==> config.mk <==
export PLATFORM = sky130hd
export DESIGN_NAME = icmp_message_builder_core
export DESIGN_NICKNAME = d
export VERILOG_FILES = /design/src/icmb_pkg.sv /design/src/icmb_ram.sv /design/src/icmb_front.sv /design/src/icmb_back.sv /design/src/icmp_message_builder_core.sv
export SDC_FILE = /design/constraint.sdc
export NUM_CORES = 2
export LEC_CHECK = 0
export ABC_AREA = 1
export ABC_CLOCK_PERIOD_IN_PS = 16370
export BUFFER_PORTS_ARGS = -buffer_cell sky130_fd_sc_hd__buf_4
export CAP_MARGIN = 15
export CORE_MARGIN = 2
export CORE_UTILIZATION = 45
export DETAILED_ROUTE_END_ITERATION = 8
export PLACE_DENSITY = 0.58
export SLEW_MARGIN = 30
export SYNTH_ARGS = -nofsm -noshare
export SYNTH_HDL_FRONTEND = slang
export SYNTH_SLANG_ARGS = --single-unit
==> constraint.sdc <==
create_clock -name clk -period 16.37 [get_ports clk]
set_clock_uncertainty 0.15 [all_clocks]
set_input_delay 1.637 -clock clk [delete_from_list [all_inputs] [get_ports clk]]
set_output_delay 1.637 -clock clk [all_outputs]
set_load 0.01 [all_outputs]
==> src/icmb_pkg.sv <==
// ----------------------------------------------------------------------------
// icmb_pkg
// Shared constants and types for the ICMP message builder: sizes, IPv4 quote
// limits and the message descriptor passed from the front to the back part.
// ----------------------------------------------------------------------------
package icmb_pkg;

  localparam int MAX_PAYLOAD_DEF = 248;
  localparam int CNT_W           = 8;
  localparam int POS_W           = 9;
  localparam int SUM_W           = 16 + CNT_W;
  localparam int ACC_W           = SUM_W + 1;
  localparam int HDR_BYTES       = 8;
  localparam int QUOTE_EXTRA     = 8;
  localparam int MIN_QUOTE_BYTES = 20;
  localparam logic [3:0] IPV4_VERSION = 4'd4;
  localparam logic [3:0] MIN_IHL      = 4'd5;

  typedef struct packed {
    logic [7:0]       msg_type;
    logic [7:0]       msg_code;
    logic [15:0]      csum;
    logic [15:0]      rest_high;
    logic [15:0]      rest_low;
    logic [CNT_W-1:0] qlen;
    logic             trunc;
  } msg_desc_t;

  typedef struct packed {
    logic      valid;
    msg_desc_t desc;
  } desc_chan_t;

endpackage

==> src/icmb_ram.sv <==
// ----------------------------------------------------------------------------
// icmb_ram
// Generic single write port, single read port RAM with registered read data.
// ----------------------------------------------------------------------------
module icmb_ram #(
  parameter int WIDTH  = 8,
  parameter int DEPTH  = 248,
  parameter int ADDR_W = $clog2(DEPTH)
) (
  input  logic              clk,
  input  logic              we,
  input  logic [ADDR_W-1:0] waddr,
  input  logic [WIDTH-1:0]  wdata,
  input  logic [ADDR_W-1:0] raddr,
  output logic [WIDTH-1:0]  rdata
);

  logic [WIDTH-1:0] mem_r [DEPTH];
  logic [WIDTH-1:0] rdata_r;

  always_ff @(posedge clk) begin
    if (we) begin
      mem_r[waddr] <= wdata;
    end
    rdata_r <= mem_r[raddr];
  end

  assign rdata = rdata_r;

endmodule

==> src/icmb_front.sv <==
// ----------------------------------------------------------------------------
// icmb_front
// Accepts items, captures the header and mode, writes payload bytes into the
// byte store and keeps running checksums over the whole payload and over the
// IPv4 quote. After the last item it resolves the quote length and checksum
// and queues one message descriptor for the back part.
// ----------------------------------------------------------------------------
module icmb_front #(
  parameter int MAX_PAYLOAD = icmb_pkg::MAX_PAYLOAD_DEF,
  parameter int ADDR_W      = $clog2(MAX_PAYLOAD)
) (
  input  logic                    clk,
  input  logic                    rst_n,
  input  logic                    start,
  output logic                    busy,
  input  logic [7:0]              in_msg_type,
  input  logic [7:0]              in_msg_code,
  input  logic [15:0]             in_rest_high,
  input  logic [15:0]             in_rest_low,
  input  logic                    in_error_mode,
  input  logic [7:0]              in_data_byte,
  input  logic                    in_byte_present,
  input  logic                    in_last_byte,
  input  logic                    back_idle,
  input  logic                    desc_pop,
  output icmb_pkg::desc_chan_t    desc_chan,
  output logic                    ram_we,
  output logic [ADDR_W-1:0]       ram_waddr,
  output logic [7:0]              ram_wdata
);

  import icmb_pkg::*;

  typedef enum logic {F_LOAD, F_FINISH} fstate_t;

  fstate_t          fstate_r, fstate_nxt;
  logic             in_msg_r, in_msg_nxt;
  logic [CNT_W-1:0] cnt_r, cnt_nxt;
  logic [7:0]       type_r, type_nxt;
  logic [7:0]       code_r, code_nxt;
  logic [15:0]      rh_r, rh_nxt;
  logic [15:0]      rl_r, rl_nxt;
  logic             mode_r, mode_nxt;
  logic             ovf_r, ovf_nxt;
  logic [7:0]       byte0_r, byte0_nxt;
  logic [SUM_W-1:0] fsum_r, fsum_nxt;
  logic [SUM_W-1:0] qsum_r, qsum_nxt;
  logic             dvalid_r, dvalid_nxt;
  msg_desc_t        desc_r, desc_nxt;

  logic             accept;
  logic             first_item;
  logic [CNT_W-1:0] cnt_b;
  logic [SUM_W-1:0] fsum_b;
  logic [SUM_W-1:0] qsum_b;
  logic [SUM_W-1:0] term;
  logic [3:0]       ihl;
  logic [6:0]       qlim;
  logic             quote_ok;
  logic [CNT_W-1:0] qlen;
  logic [ACC_W-1:0] sum_a;
  logic [16:0]      fold1;
  logic [15:0]      fold2;

  assign busy       = (fstate_r != F_LOAD) || dvalid_r || !back_idle;
  assign accept     = start && !busy;
  assign first_item = !in_msg_r;
  assign cnt_b      = first_item ? '0 : cnt_r;
  assign fsum_b     = first_item ? '0 : fsum_r;
  assign qsum_b     = first_item ? '0 : qsum_r;
  assign term       = cnt_b[0] ? SUM_W'({8'd0, in_data_byte}) : SUM_W'({in_data_byte, 8'd0});

  assign ihl      = byte0_r[3:0];
  assign qlim     = {1'b0, ihl, 2'b00} + 7'(QUOTE_EXTRA);
  assign quote_ok = mode_r && (cnt_r >= CNT_W'(MIN_QUOTE_BYTES)) &&
                    (byte0_r[7:4] == IPV4_VERSION) && (ihl >= MIN_IHL) &&
                    (cnt_r >= CNT_W'({ihl, 2'b00}));
  assign qlen     = (quote_ok && (CNT_W'(qlim) < cnt_r)) ? CNT_W'(qlim) : cnt_r;
  assign sum_a    = ACC_W'(quote_ok ? qsum_r : fsum_r) + ACC_W'({type_r, code_r}) +
                    ACC_W'(rh_r) + ACC_W'(rl_r);
  assign fold1    = {1'b0, sum_a[15:0]} + 17'(sum_a[ACC_W-1:16]);
  assign fold2    = fold1[15:0] + 16'(fold1[16]);

  assign ram_waddr = cnt_b[ADDR_W-1:0];
  assign ram_wdata = in_data_byte;

  always_comb begin
    fstate_nxt = fstate_r;
    in_msg_nxt = in_msg_r;
    cnt_nxt    = cnt_r;
    type_nxt   = type_r;
    code_nxt   = code_r;
    rh_nxt     = rh_r;
    rl_nxt     = rl_r;
    mode_nxt   = mode_r;
    ovf_nxt    = ovf_r;
    byte0_nxt  = byte0_r;
    fsum_nxt   = fsum_r;
    qsum_nxt   = qsum_r;
    dvalid_nxt = dvalid_r && !desc_pop;
    desc_nxt   = desc_r;
    ram_we     = 1'b0;
    case (fstate_r)
      F_LOAD: begin
        if (accept) begin
          if (first_item) begin
            type_nxt = in_msg_type;
            code_nxt = in_error_mode ? in_msg_code : 8'd0;
            rh_nxt   = in_error_mode ? 16'd0 : in_rest_high;
            rl_nxt   = in_error_mode ? 16'd0 : in_rest_low;
            mode_nxt = in_error_mode;
            cnt_nxt  = '0;
            ovf_nxt  = 1'b0;
            fsum_nxt = '0;
            qsum_nxt = '0;
          end
          if (in_byte_present) begin
            if (cnt_b < CNT_W'(MAX_PAYLOAD)) begin
              ram_we   = 1'b1;
              fsum_nxt = fsum_b + term;
              if ((cnt_b == '0) || (cnt_b < CNT_W'(qlim))) begin
                qsum_nxt = qsum_b + term;
              end
              if (cnt_b == '0) begin
                byte0_nxt = in_data_byte;
              end
              cnt_nxt = cnt_b + CNT_W'(1);
            end else begin
              ovf_nxt = 1'b1;
            end
          end
          in_msg_nxt = !in_last_byte;
          if (in_last_byte) begin
            fstate_nxt = F_FINISH;
          end
        end
      end
      F_FINISH: begin
        desc_nxt.msg_type  = type_r;
        desc_nxt.msg_code  = code_r;
        desc_nxt.csum      = ~fold2;
        desc_nxt.rest_high = rh_r;
        desc_nxt.rest_low  = rl_r;
        desc_nxt.qlen      = qlen;
        desc_nxt.trunc     = ovf_r;
        dvalid_nxt         = 1'b1;
        fstate_nxt         = F_LOAD;
      end
      default: begin
        fstate_nxt = F_LOAD;
      end
    endcase
  end

  always_ff @(posedge clk) begin
    if (!rst_n) begin
      fstate_r <= F_LOAD;
      in_msg_r <= 1'b0;
      cnt_r    <= '0;
      mode_r   <= 1'b0;
      ovf_r    <= 1'b0;
      dvalid_r <= 1'b0;
    end else begin
      fstate_r <= fstate_nxt;
      in_msg_r <= in_msg_nxt;
      cnt_r    <= cnt_nxt;
      mode_r   <= mode_nxt;
      ovf_r    <= ovf_nxt;
      dvalid_r <= dvalid_nxt;
    end
    type_r  <= type_nxt;
    code_r  <= code_nxt;
    rh_r    <= rh_nxt;
    rl_r    <= rl_nxt;
    byte0_r <= byte0_nxt;
    fsum_r  <= fsum_nxt;
    qsum_r  <= qsum_nxt;
    desc_r  <= desc_nxt;
  end

  assign desc_chan.valid = dvalid_r;
  assign desc_chan.desc  = desc_r;

endmodule

==> src/icmb_back.sv <==
// ----------------------------------------------------------------------------
// icmb_back
// Takes one message descriptor, walks the message byte by byte (header from
// the descriptor, payload from the byte store) and emits big-endian words.
// ----------------------------------------------------------------------------
module icmb_back #(
  parameter int ADDR_W = $clog2(icmb_pkg::MAX_PAYLOAD_DEF)
) (
  input  logic                 clk,
  input  logic                 rst_n,
  input  icmb_pkg::desc_chan_t desc_chan,
  output logic                 desc_pop,
  output logic                 back_idle,
  output logic [ADDR_W-1:0]    ram_raddr,
  input  logic [7:0]           ram_rdata,
  output logic                 out_valid,
  output logic [31:0]          out_word,
  output logic [2:0]           out_bytes,
  output logic                 out_last,
  output logic                 out_truncated
);

  import icmb_pkg::*;

  typedef enum logic [1:0] {B_IDLE, B_READ, B_CAPT} bstate_t;

  bstate_t          bstate_r, bstate_nxt;
  msg_desc_t        desc_r, desc_nxt;
  logic [POS_W-1:0] total_r, total_nxt;
  logic [POS_W-1:0] pos_r, pos_nxt;
  logic [31:0]      word_r, word_nxt;
  logic             out_valid_r, out_valid_nxt;
  logic [31:0]      out_word_r, out_word_nxt;
  logic [2:0]       out_bytes_r, out_bytes_nxt;
  logic             out_last_r, out_last_nxt;
  logic             out_trunc_r, out_trunc_nxt;

  logic [POS_W-1:0] pos_m8;
  logic [7:0]       hdr_byte;
  logic [7:0]       cur_byte;
  logic [1:0]       lane;
  logic [31:0]      word_cat;
  logic             end_msg;

  assign back_idle = (bstate_r == B_IDLE);
  assign desc_pop  = back_idle && desc_chan.valid;
  assign pos_m8    = pos_r - POS_W'(HDR_BYTES);
  assign ram_raddr = pos_m8[ADDR_W-1:0];
  assign lane      = pos_r[1:0];
  assign end_msg   = (pos_r == total_r - POS_W'(1));
  assign cur_byte  = (pos_r < POS_W'(HDR_BYTES)) ? hdr_byte : ram_rdata;

  always_comb begin
    case (pos_r[2:0])
      3'd0:    hdr_byte = desc_r.msg_type;
      3'd1:    hdr_byte = desc_r.msg_code;
      3'd2:    hdr_byte = desc_r.csum[15:8];
      3'd3:    hdr_byte = desc_r.csum[7:0];
      3'd4:    hdr_byte = desc_r.rest_high[15:8];
      3'd5:    hdr_byte = desc_r.rest_high[7:0];
      3'd6:    hdr_byte = desc_r.rest_low[15:8];
      default: hdr_byte = desc_r.rest_low[7:0];
    endcase
  end

  always_comb begin
    case (lane)
      2'd0:    word_cat = {cur_byte, 24'd0};
      2'd1:    word_cat = {word_r[31:24], cur_byte, 16'd0};
      2'd2:    word_cat = {word_r[31:16], cur_byte, 8'd0};
      default: word_cat = {word_r[31:8], cur_byte};
    endcase
  end

  always_comb begin
    bstate_nxt    = bstate_r;
    desc_nxt      = desc_r;
    total_nxt     = total_r;
    pos_nxt       = pos_r;
    word_nxt      = word_r;
    out_valid_nxt = 1'b0;
    out_word_nxt  = out_word_r;
    out_bytes_nxt = out_bytes_r;
    out_last_nxt  = out_last_r;
    out_trunc_nxt = out_trunc_r;
    case (bstate_r)
      B_IDLE: begin
        if (desc_chan.valid) begin
          desc_nxt   = desc_chan.desc;
          total_nxt  = POS_W'(HDR_BYTES) + POS_W'(desc_chan.desc.qlen);
          pos_nxt    = '0;
          bstate_nxt = B_READ;
        end
      end
      B_READ: begin
        bstate_nxt = B_CAPT;
      end
      B_CAPT: begin
        word_nxt = word_cat;
        if ((lane == 2'd3) || end_msg) begin
          out_valid_nxt = 1'b1;
          out_word_nxt  = word_cat;
          out_bytes_nxt = {1'b0, lane} + 3'd1;
          out_last_nxt  = end_msg;
          out_trunc_nxt = desc_r.trunc;
        end
        if (end_msg) begin
          bstate_nxt = B_IDLE;
        end else begin
          pos_nxt    = pos_r + POS_W'(1);
          bstate_nxt = B_READ;
        end
      end
      default: begin
        bstate_nxt = B_IDLE;
      end
    endcase
  end

  always_ff @(posedge clk) begin
    if (!rst_n) begin
      bstate_r    <= B_IDLE;
      out_valid_r <= 1'b0;
    end else begin
      bstate_r    <= bstate_nxt;
      out_valid_r <= out_valid_nxt;
    end
    desc_r      <= desc_nxt;
    total_r     <= total_nxt;
    pos_r       <= pos_nxt;
    word_r      <= word_nxt;
    out_word_r  <= out_word_nxt;
    out_bytes_r <= out_bytes_nxt;
    out_last_r  <= out_last_nxt;
    out_trunc_r <= out_trunc_nxt;
  end

  assign out_valid     = out_valid_r;
  assign out_word      = out_word_r;
  assign out_bytes     = out_bytes_r;
  assign out_last      = out_last_r;
  assign out_truncated = out_trunc_r;

endmodule

==> src/icmp_message_builder_core.sv <==
// After the last item is accepted, the front part resolves the checksum and quote length,
// the back part takes the descriptor over, then each message byte (8 header bytes plus
// quoted payload) goes through B_READ and B_CAPT via the store read port into a word.
// Items are taken one per cycle while busy is low; words are never stalled by the receiver;
// busy stays high from the last item until the cycle of the last word.
// Reset (synchronous, rst_n low) clears control state; the byte store is not cleared.
// ----------------------------------------------------------------------------
// icmp_message_builder_core
// Builds ICMP messages with checksum from a byte stream and emits them as
// big-endian 32-bit words.
// ----------------------------------------------------------------------------
module icmp_message_builder_core #(
  parameter int MAX_PAYLOAD = icmb_pkg::MAX_PAYLOAD_DEF
) (
  input  logic        clk,
  input  logic        rst_n,
  input  logic        start,
  output logic        busy,
  input  logic [7:0]  in_msg_type,
  input  logic [7:0]  in_msg_code,
  input  logic [15:0] in_rest_high,
  input  logic [15:0] in_rest_low,
  input  logic        in_error_mode,
  input  logic [7:0]  in_data_byte,
  input  logic        in_byte_present,
  input  logic        in_last_byte,
  output logic        out_valid,
  output logic [31:0] out_word,
  output logic [2:0]  out_bytes,
  output logic        out_last,
  output logic        out_truncated
);

  import icmb_pkg::*;

  localparam int ADDR_W = $clog2(MAX_PAYLOAD);

  desc_chan_t        desc_chan;
  logic              desc_pop;
  logic              back_idle;
  logic              ram_we;
  logic [ADDR_W-1:0] ram_waddr;
  logic [7:0]        ram_wdata;
  logic [ADDR_W-1:0] ram_raddr;
  logic [7:0]        ram_rdata;

  icmb_front #(
    .MAX_PAYLOAD (MAX_PAYLOAD),
    .ADDR_W      (ADDR_W)
  ) u_front (
    .clk             (clk),
    .rst_n           (rst_n),
    .start           (start),
    .busy            (busy),
    .in_msg_type     (in_msg_type),
    .in_msg_code     (in_msg_code),
    .in_rest_high    (in_rest_high),
    .in_rest_low     (in_rest_low),
    .in_error_mode   (in_error_mode),
    .in_data_byte    (in_data_byte),
    .in_byte_present (in_byte_present),
    .in_last_byte    (in_last_byte),
    .back_idle       (back_idle),
    .desc_pop        (desc_pop),
    .desc_chan       (desc_chan),
    .ram_we          (ram_we),
    .ram_waddr       (ram_waddr),
    .ram_wdata       (ram_wdata)
  );

  icmb_ram #(
    .WIDTH  (8),
    .DEPTH  (MAX_PAYLOAD),
    .ADDR_W (ADDR_W)
  ) u_store (
    .clk   (clk),
    .we    (ram_we),
    .waddr (ram_waddr),
    .wdata (ram_wdata),
    .raddr (ram_raddr),
    .rdata (ram_rdata)
  );

  icmb_back #(
    .ADDR_W (ADDR_W)
  ) u_back (
    .clk           (clk),
    .rst_n         (rst_n),
    .desc_chan     (desc_chan),
    .desc_pop      (desc_pop),
    .back_idle     (back_idle),
    .ram_raddr     (ram_raddr),
    .ram_rdata     (ram_rdata),
    .out_valid     (out_valid),
    .out_word      (out_word),
    .out_bytes     (out_bytes),
    .out_last      (out_last),
    .out_truncated (out_truncated)
  );

`ifndef SYNTHESIS
  a_last_then_busy: assert property (@(posedge clk) disable iff (!rst_n)
    start && !busy && in_last_byte |=> busy)
    else $error("busy not raised after last item");

  a_last_word_gap: assert property (@(posedge clk) disable iff (!rst_n)
    out_valid && out_last |=> !out_valid)
    else $error("word emitted right after last word");

  a_full_inner_word: assert property (@(posedge clk) disable iff (!rst_n)
    out_valid && !out_last |-> out_bytes == 3'd4)
    else $error("partial word before end of message");

  a_no_emit_while_loading: assert property (@(posedge clk) disable iff (!rst_n)
    out_valid && !out_last |-> busy)
    else $error("word emitted while accepting items");
`endif

endmodule
After elaboration in Yosys (flattened, before gate mapping)
Memory sizes are Yosys's and may differ from the RTL's. A register that Yosys moved wholly into a read port is not among the register bits.
Index checks and enable logic that the tools add are counted.
{"block": "totals", "elab_cells": 140, "ram_bits": 1984, "out_inout_bits": 39, "register_bits": 345, "input_bits": 62, "mem_count": 1}
{"memory": "u_store.mem_r", "words": 248, "word_bits": 8, "rd": 1, "rd_clocked_by_memory_dff": 1, "write_ports": 1, "line": "icmb_ram.sv:18", "rtl": "logic [WIDTH-1:0] mem_r [DEPTH];"}
{"block": "classes", "bitwise": 3, "order_cmp": 7, "n_eq_ne": 15, "add_sub_neg": 14, "n_mux": 36, "n_reduce_logical": 28}
{"cell": "$mux W24", "n": 8}
{"cell": "$pmux W32 S3", "n": 1}
{"cell": "$add A25 B16 Y25", "n": 3}
{"cell": "$pmux W8 S7", "n": 1}
{"cell": "$add A24 B24 Y24", "n": 2}
{"cell": "$mux W8", "n": 4}
{"cell": "$mux W9", "n": 2}
{"cell": "$pmux W9 S2", "n": 1}
{"cell": "$add A16 B9 Y17", "n": 1}
{"cell": "$add A16 B1 Y16", "n": 1}
{"cell": "$mux W16", "n": 1}
{"cell": "$not A16 Y16", "n": 1}
{"cell": "$mux W1", "n": 14}
{"cell": "$add A4 B8 Y9 const A", "n": 1}
{"cell": "$add A9 B1 Y9 const B", "n": 1}
{"cell": "$eq A3 B3 Y1 const B", "n": 3}
{"cell": "$eq A9 B9 Y1", "n": 1}
{"cell": "$lt A9 B4 Y1 const B", "n": 1}
{"cell": "$sub A9 B1 Y9 const B", "n": 1}
{"cell": "$add A8 B1 Y8 const B", "n": 1}
{"cell": "$ge A8 B5 Y1 const B", "n": 1}
{"cell": "$ge A8 B6 Y1", "n": 1}
{"cell": "$logic_and A1 B1 Y1", "n": 8}
{"cell": "$logic_not A8 Y1", "n": 1}
{"cell": "other kinds (26)", "n": 43}

Longest topological paths before layout
{"block": "depth", "ltp_word": 12, "ltp_mapped": 60, "depth_no_buf": 59}

Cells and area by module
Synthesis repeated with hierarchy kept, for this count alone.
{"block": "hier_totals", "cells_unflattened": 8843, "hier_area_um2": 100069.7}
{"mod": "icmb_ram", "instances": 1, "seq_area_each_um2": 59737.3, "area_per_inst_um2": 81460.6, "cells_per_inst": 6918}
{"mod": "icmb_front", "instances": 1, "seq_area_each_um2": 5575.3, "area_per_inst_um2": 12379.4, "cells_per_inst": 1405}
{"mod": "icmb_back", "instances": 1, "seq_area_each_um2": 4384.2, "area_per_inst_um2": 6229.7, "cells_per_inst": 520}

Worst setup path after synthesis
OpenSTA, ideal clock, no wires.
{"block": "synth_path", "kind": "flip-flop to flip-flop", "start": "register u_front.byte0_r[0]", "end": "register u_front.desc_r, in the netlist u_front.desc_chan[56] (data pin)", "arrival_time_ps": 7054, "n_path_buf": 2, "slack_ps": 8916, "period_less_slack_ps": 7454, "setup_time_ps": 249, "stages_incl_launch_ff": 59, "required_ps": 15971, "path_cell_list": "edfxtp_1 ha_1 nand2_1 nand2_1 a21oi_1 o21bai_1 nand2_1 nand2_1 nand2_1 buf_2 clkbuf_1 nand2_1 nand2_1 fa_1 inv_1 fa_1 inv_1 ha_1 [23 not listed] nand2_1 nand2_1 nand2_1 nor2_2 nand4_1 nor2_1 ha_1 nand2_1 nor2_1 nand3_1 nor2_2 nand3_1 nor3_2 nand3_1 nor2_2 nand3_1 nand2_1 inv_1"}
{"block": "synth_via", "elab_chain_cells": 10, "word_cells_on_any_way": 11, "cone_classes": "5 x add/sub; 2 x order compare; 1 x mux; 1 x bitwise; 2 x reduce/logical"}
{"item": "start: declaration", "line": "icmb_front.sv:45", "rtl": "logic [7:0] byte0_r, byte0_nxt;"}
{"item": "start signal: assignment", "line": "icmb_front.sv:175", "rtl": "byte0_r <= byte0_nxt;"}
{"item": "branches (longest 2 deep; another with $ge A8 B6 Y1)"}
{"item": "$logic_and A1 B1 Y1 *", "line": "icmb_front.sv:76", "rtl": "(byte0_r[7:4] == IPV4_VERSION) && (ihl >= MIN_IHL) &&"}
{"item": "$mux W24 *", "line": "icmb_front.sv:79", "rtl": "assign sum_a = ACC_W'(quote_ok ? qsum_r : fsum_r) + ACC_W'({type_r, code_r}) +"}
{"item": "$add A25 B16 Y25 * (2 in series)", "line": "icmb_front.sv:79"}
{"item": "$add A25 B16 Y25 *", "line": "icmb_front.sv:80", "rtl": "ACC_W'(rh_r) + ACC_W'(rl_r);"}
{"item": "$add A16 B9 Y17 *", "line": "icmb_front.sv:81", "rtl": "assign fold1 = {1'b0, sum_a[15:0]} + 17'(sum_a[ACC_W-1:16]);"}
{"item": "$add A16 B1 Y16 *", "line": "icmb_front.sv:82", "rtl": "assign fold2 = fold1[15:0] + 16'(fold1[16]);"}
{"item": "$not A16 Y16 *", "line": "icmb_front.sv:141", "rtl": "desc_nxt.csum = ~fold2;"}
{"item": "end signal: assignment", "line": "icmb_front.sv:178", "rtl": "desc_r <= desc_nxt;"}
{"item": "end: declaration", "line": "icmb_front.sv:49", "rtl": "msg_desc_t desc_r, desc_nxt;"}
Mark *: on every way between the ends.
A chain may end at the register's enable or synchronous reset.

Worst setup path in the final report
{"block": "layout_path", "start": "register u_front.cnt_r[2]", "end": "register u_front.desc_r, in the netlist u_front.desc_chan[56] (data pin)"}
{"block": "layout_via", "elab_chain_cells": 12, "word_cells_on_any_way": 13, "cone_classes": "5 x add/sub; 2 x order compare; 1 x mux; 1 x bitwise; 4 x reduce/logical"}
{"item": "start: declaration", "line": "icmb_front.sv:38", "rtl": "logic [CNT_W-1:0] cnt_r, cnt_nxt;"}
{"item": "start signal: assignment", "line": "icmb_front.sv:166", "rtl": "cnt_r <= cnt_nxt;"}
{"item": "$ge A8 B5 Y1", "line": "icmb_front.sv:75", "rtl": "assign quote_ok = mode_r && (cnt_r >= CNT_W'(MIN_QUOTE_BYTES)) &&"}
{"item": "$logic_and A1 B1 Y1 (2 in series)", "line": "icmb_front.sv:75"}
{"item": "$logic_and A1 B1 Y1", "line": "icmb_front.sv:76"}
{"item": "$logic_and A1 B1 Y1 *", "line": "icmb_front.sv:76"}
{"item": "$mux W24 *", "line": "icmb_front.sv:79"}
{"item": "$add A25 B16 Y25 * (2 in series)", "line": "icmb_front.sv:79"}
{"item": "$add A25 B16 Y25 *", "line": "icmb_front.sv:80"}
{"item": "$add A16 B9 Y17 *", "line": "icmb_front.sv:81"}
{"item": "$add A16 B1 Y16 *", "line": "icmb_front.sv:82"}
{"item": "$not A16 Y16 *", "line": "icmb_front.sv:141"}
Every way passes the cells marked *; elsewhere a longest branch is shown, timed or not.

==> summary.txt <==
Clock network
  • Clk sinks: roughly 2300
  • CTS Hold Bufs: 0
  • CTS Root Cell: clkbuf_16
  • Longest Clk Path Bufs: 3
  • Later-pin clock latency in the skew report: between 800 and 900 ps
  • TritonCTS clock tree: done
  • CTS Buf Count: between 200 and 250
  • H-tree Lvls: 4
  • Post-CTS setup buffer count: 0
  • Reg clk slew, reported paths: 60 ps
  • Cts repair resizes: 0

Critical path
  • Worst Path Arrival: ~9400 ps
  • Crit path launch type: flop
  • Worst reg2reg path depth: 60
  • Delay-heaviest family, CP: simple AND/OR/NAND/NOR gates
  • Worst path required time: ~17000 ps
  • Crit-path most repeated cell: nand2_1
  • WP depth: 60
  • RR Endpoint: u_front.desc_chan[56]
  • Crit path kind: reg -> reg
  • CP max stage delay: roughly 500 ps
  • Worst reg2reg path startpoint: u_front.cnt_r[2]
  • Endpoint class of the critical path: flop
  • Crit-path slowest cell: fa_1
  • Flop-to-flop setup slack: around 7500 ps
  • CP Max Fanout: 25
  • Worst Path Buf+Inv: 10

Routing
  • Vias per inst: 5.65
  • Via Count: around 63000
  • DRT Wirelength: between 200 and 300 mm
  • Drt wl/cell: roughly 25 um
  • Remaining DRCs: 0
  • Antenna Violating Nets Remaining: 0
  • Drt first-iter violations: between 6000 and 7000
  • Pre-antenna DRT Iters: 8

Global routing
  • First-pass GRT wire length: 403 mm
  • Initial antenna violation count: 8
  • GRT Total Usage: approximately a quarter
  • Largest net degree at the start of global routing: 161
  • Vias in the first global route: about 61000
  • GR Overflow Total: 0

STA
  • Fmax: 0.113 GHz
  • Final period util: between 50% and 60%
  • Hold Vio Cnt, Final: 0
  • Max_slew headroom: about 28%
  • Final min period: between 8000 and 9000 ps
  • Slew Viols, Final: 0
  • Final setup vio count: 0
  • Hold_ws: approximately 270 ps
  • Slew at the pin closest to its max-slew limit: between 1000 and 1500 ps
  • RSZ-0062 raised after global routing: false
  • Setup TNS: 0 ps

Power
  • Peak VDD IR: 156 uV
  • Static Leakage: ~39 nW
  • Overall Power: 12.8 mW
  • Total power divided by cell area: ~120 nW/um2

Die
  • Chip width: 472 um
  • Die height: around 470 um
  • Core box area: about 220000 um2
  • Rows: around 170
  • Initial Utilization: between 40% and 50%
  • DIE AREA: approximately 220000 um2
  • IO Pins: around 100

Placement
  • Cells after DPL: between 10000 and 15000
  • DP Area: around 100000 um2
  • GPL Wtd Cong: between 0.8 and 0.9
  • I/O Buffers: 100
  • Hpwl dp: ~170 mm

Synthesis
  • Most common cell in the netlist: edfxtp_1
  • Mapped Cells: approximately 8000
  • Synthesized Nets: 8232
  • Ys flop type: edfxtp_1
  • Number of synthesized flops with an enable pin: 2305
  • YS warnings: 0
  • Flops & latches, synth: around 2300
  • Async SR Flop Fraction: 0%
  • Top cell type's share of synthesized area: a little over two thirds
  • Syn Area/Cell: around 12 um2
  • Synth top area cells: edfxtp_1, nand2_1, nor2_1, o21ai_0, mux2i_1
  • Cell variety after synth: 50
  • Post-synth top area cell: edfxtp_1
  • Seq/Total Area, Yosys: just over 70%
  • Synth Cell Area: around 98000 um2
  • Commonest cells post-synth: edfxtp_1, nand2_1, nor2_1

Cells and area
  • Area Overhead vs Synth: 10.9%
  • Multi-input gate area: 24900 um2
  • Register area: between 60000 and 70000 um2
  • Number of fill cells: about 19000
  • Cell Count, Final, Fillers Out: around 11000
  • Share of layout cells above drive strength 1: about 7.3%
  • Final #Nets: just over 8000
  • Post-route cell area: 109000 um2

Hold path
  • Hold path startpoint: u_front.desc_chan[21]
  • Hold Crit Class: reg -> reg
  • Hold path depth: 0
  • WHS Endpoint: u_back.desc_r[21]

Flow run
  • Max-cap viol count: 0

Status
  • Outcome: finished clean
==> layer usage <==
| layer | GRT usage [%] | routed length (um) |
|---|---|---|
| met1 | 34.5 | 118000 |
| met2 | 38.7 | 128000 |
| met3 | 3.67 | 19600 |
| met4 | 7.49 | 8140 |
| met5 | 0 | 14 |
==> power breakdown <==
part | internal, mW | switching [mW] | total, mW
sequential | 6.62 | 0.0302 | 6.65
combinational | 0.277 | 0.616 | 0.893
clock | 3.00 | 2.30 | 5.30
==> layout by cell type, fill, tap and decap left out, drive strengths merged, types with 10 or more instances in the layout <==
master	count
o211ai	206
ha	88
clkinv	107
xor2	39
o221ai	10
nand3	369
mux2i	206
a21oi	387
nand4	29
nor3	30
bufinv	18
dfxtp	24
xnor2	32
buf	206
fa	35
a211oi	34
clkbuf	296
o22ai	207
o21bai	10
edfxtp	2305
o21ai	622
nand2	1614
nor2	879
inv	432
==> worst max path at each step <==
stage / from / endpoint / slack (ps)
2_1_floorplan: u_front.byte0_r[0] / u_front.desc_chan[56] / 8920
3_3_place_gp: u_front.cnt_r[2] / u_front.desc_chan[56] / 7580
3_5_place_dp: u_front.cnt_r[2] / u_front.desc_chan[56] / 7580
4_1_cts: u_front.cnt_r[2] / u_front.desc_chan[56] / 7560
5_1_grt: u_front.cnt_r[2] / u_front.desc_chan[53] / 6560
6_report: u_front.cnt_r[2] / u_front.desc_chan[56] / 7500
==> logic make-up (layout without fill, tap and decap cells) <==
group	count (synthesis)	after routing	synth area share [%]
muxes	206	206	2.10
AOI/OAI and AO/OA	1497	1497	8.62
and+or+nand+nor	2948	2948	12.0
xor gates and xnor gates	71	71	0.632
DFF	2329	2329	70.8
buffers and inverters	873	1065	4.00
other	0	3	0
adders and majority gates	123	123	1.83
==> final cells by class <==
class / instances / area share, %
diodes: 3 / 0.00688
clock buffers: 296 / 5.76
clock inverters: 136 / 1.16
inverters: 427 / 1.49
multi-input cells: 4845 / 22.8
flip-flops and latches: 2329 / 63.9
well taps: 2854 / 3.27
repair buffers: 206 / 1.60
==> sequential cells by signal, summed over array words and instances, names as in the netlist, 9 cells and up <==
register,cells
u_store.mem_r,1984
u_front.desc_chan,73
u_back.desc_r,65
u_back.out_word,32
u_back.word_r,24
u_front.fsum_r,24
u_front.qsum_r,24
u_front.rh_r,16
u_front.rl_r,16
u_back.pos_r,9
u_back.total_r,9
==> per-stage QoR <==
step / setup slack (ps) / util, %
after floorplan: 8920 / -
after global routing: 6560 / 50.2
after global placement: 7580 / 46.7
after detailed placement: 7580 / 46.7
final: 7500 / 50.2
after CTS: 7560 / 50.2
Power figures use the tool's default switching activity.
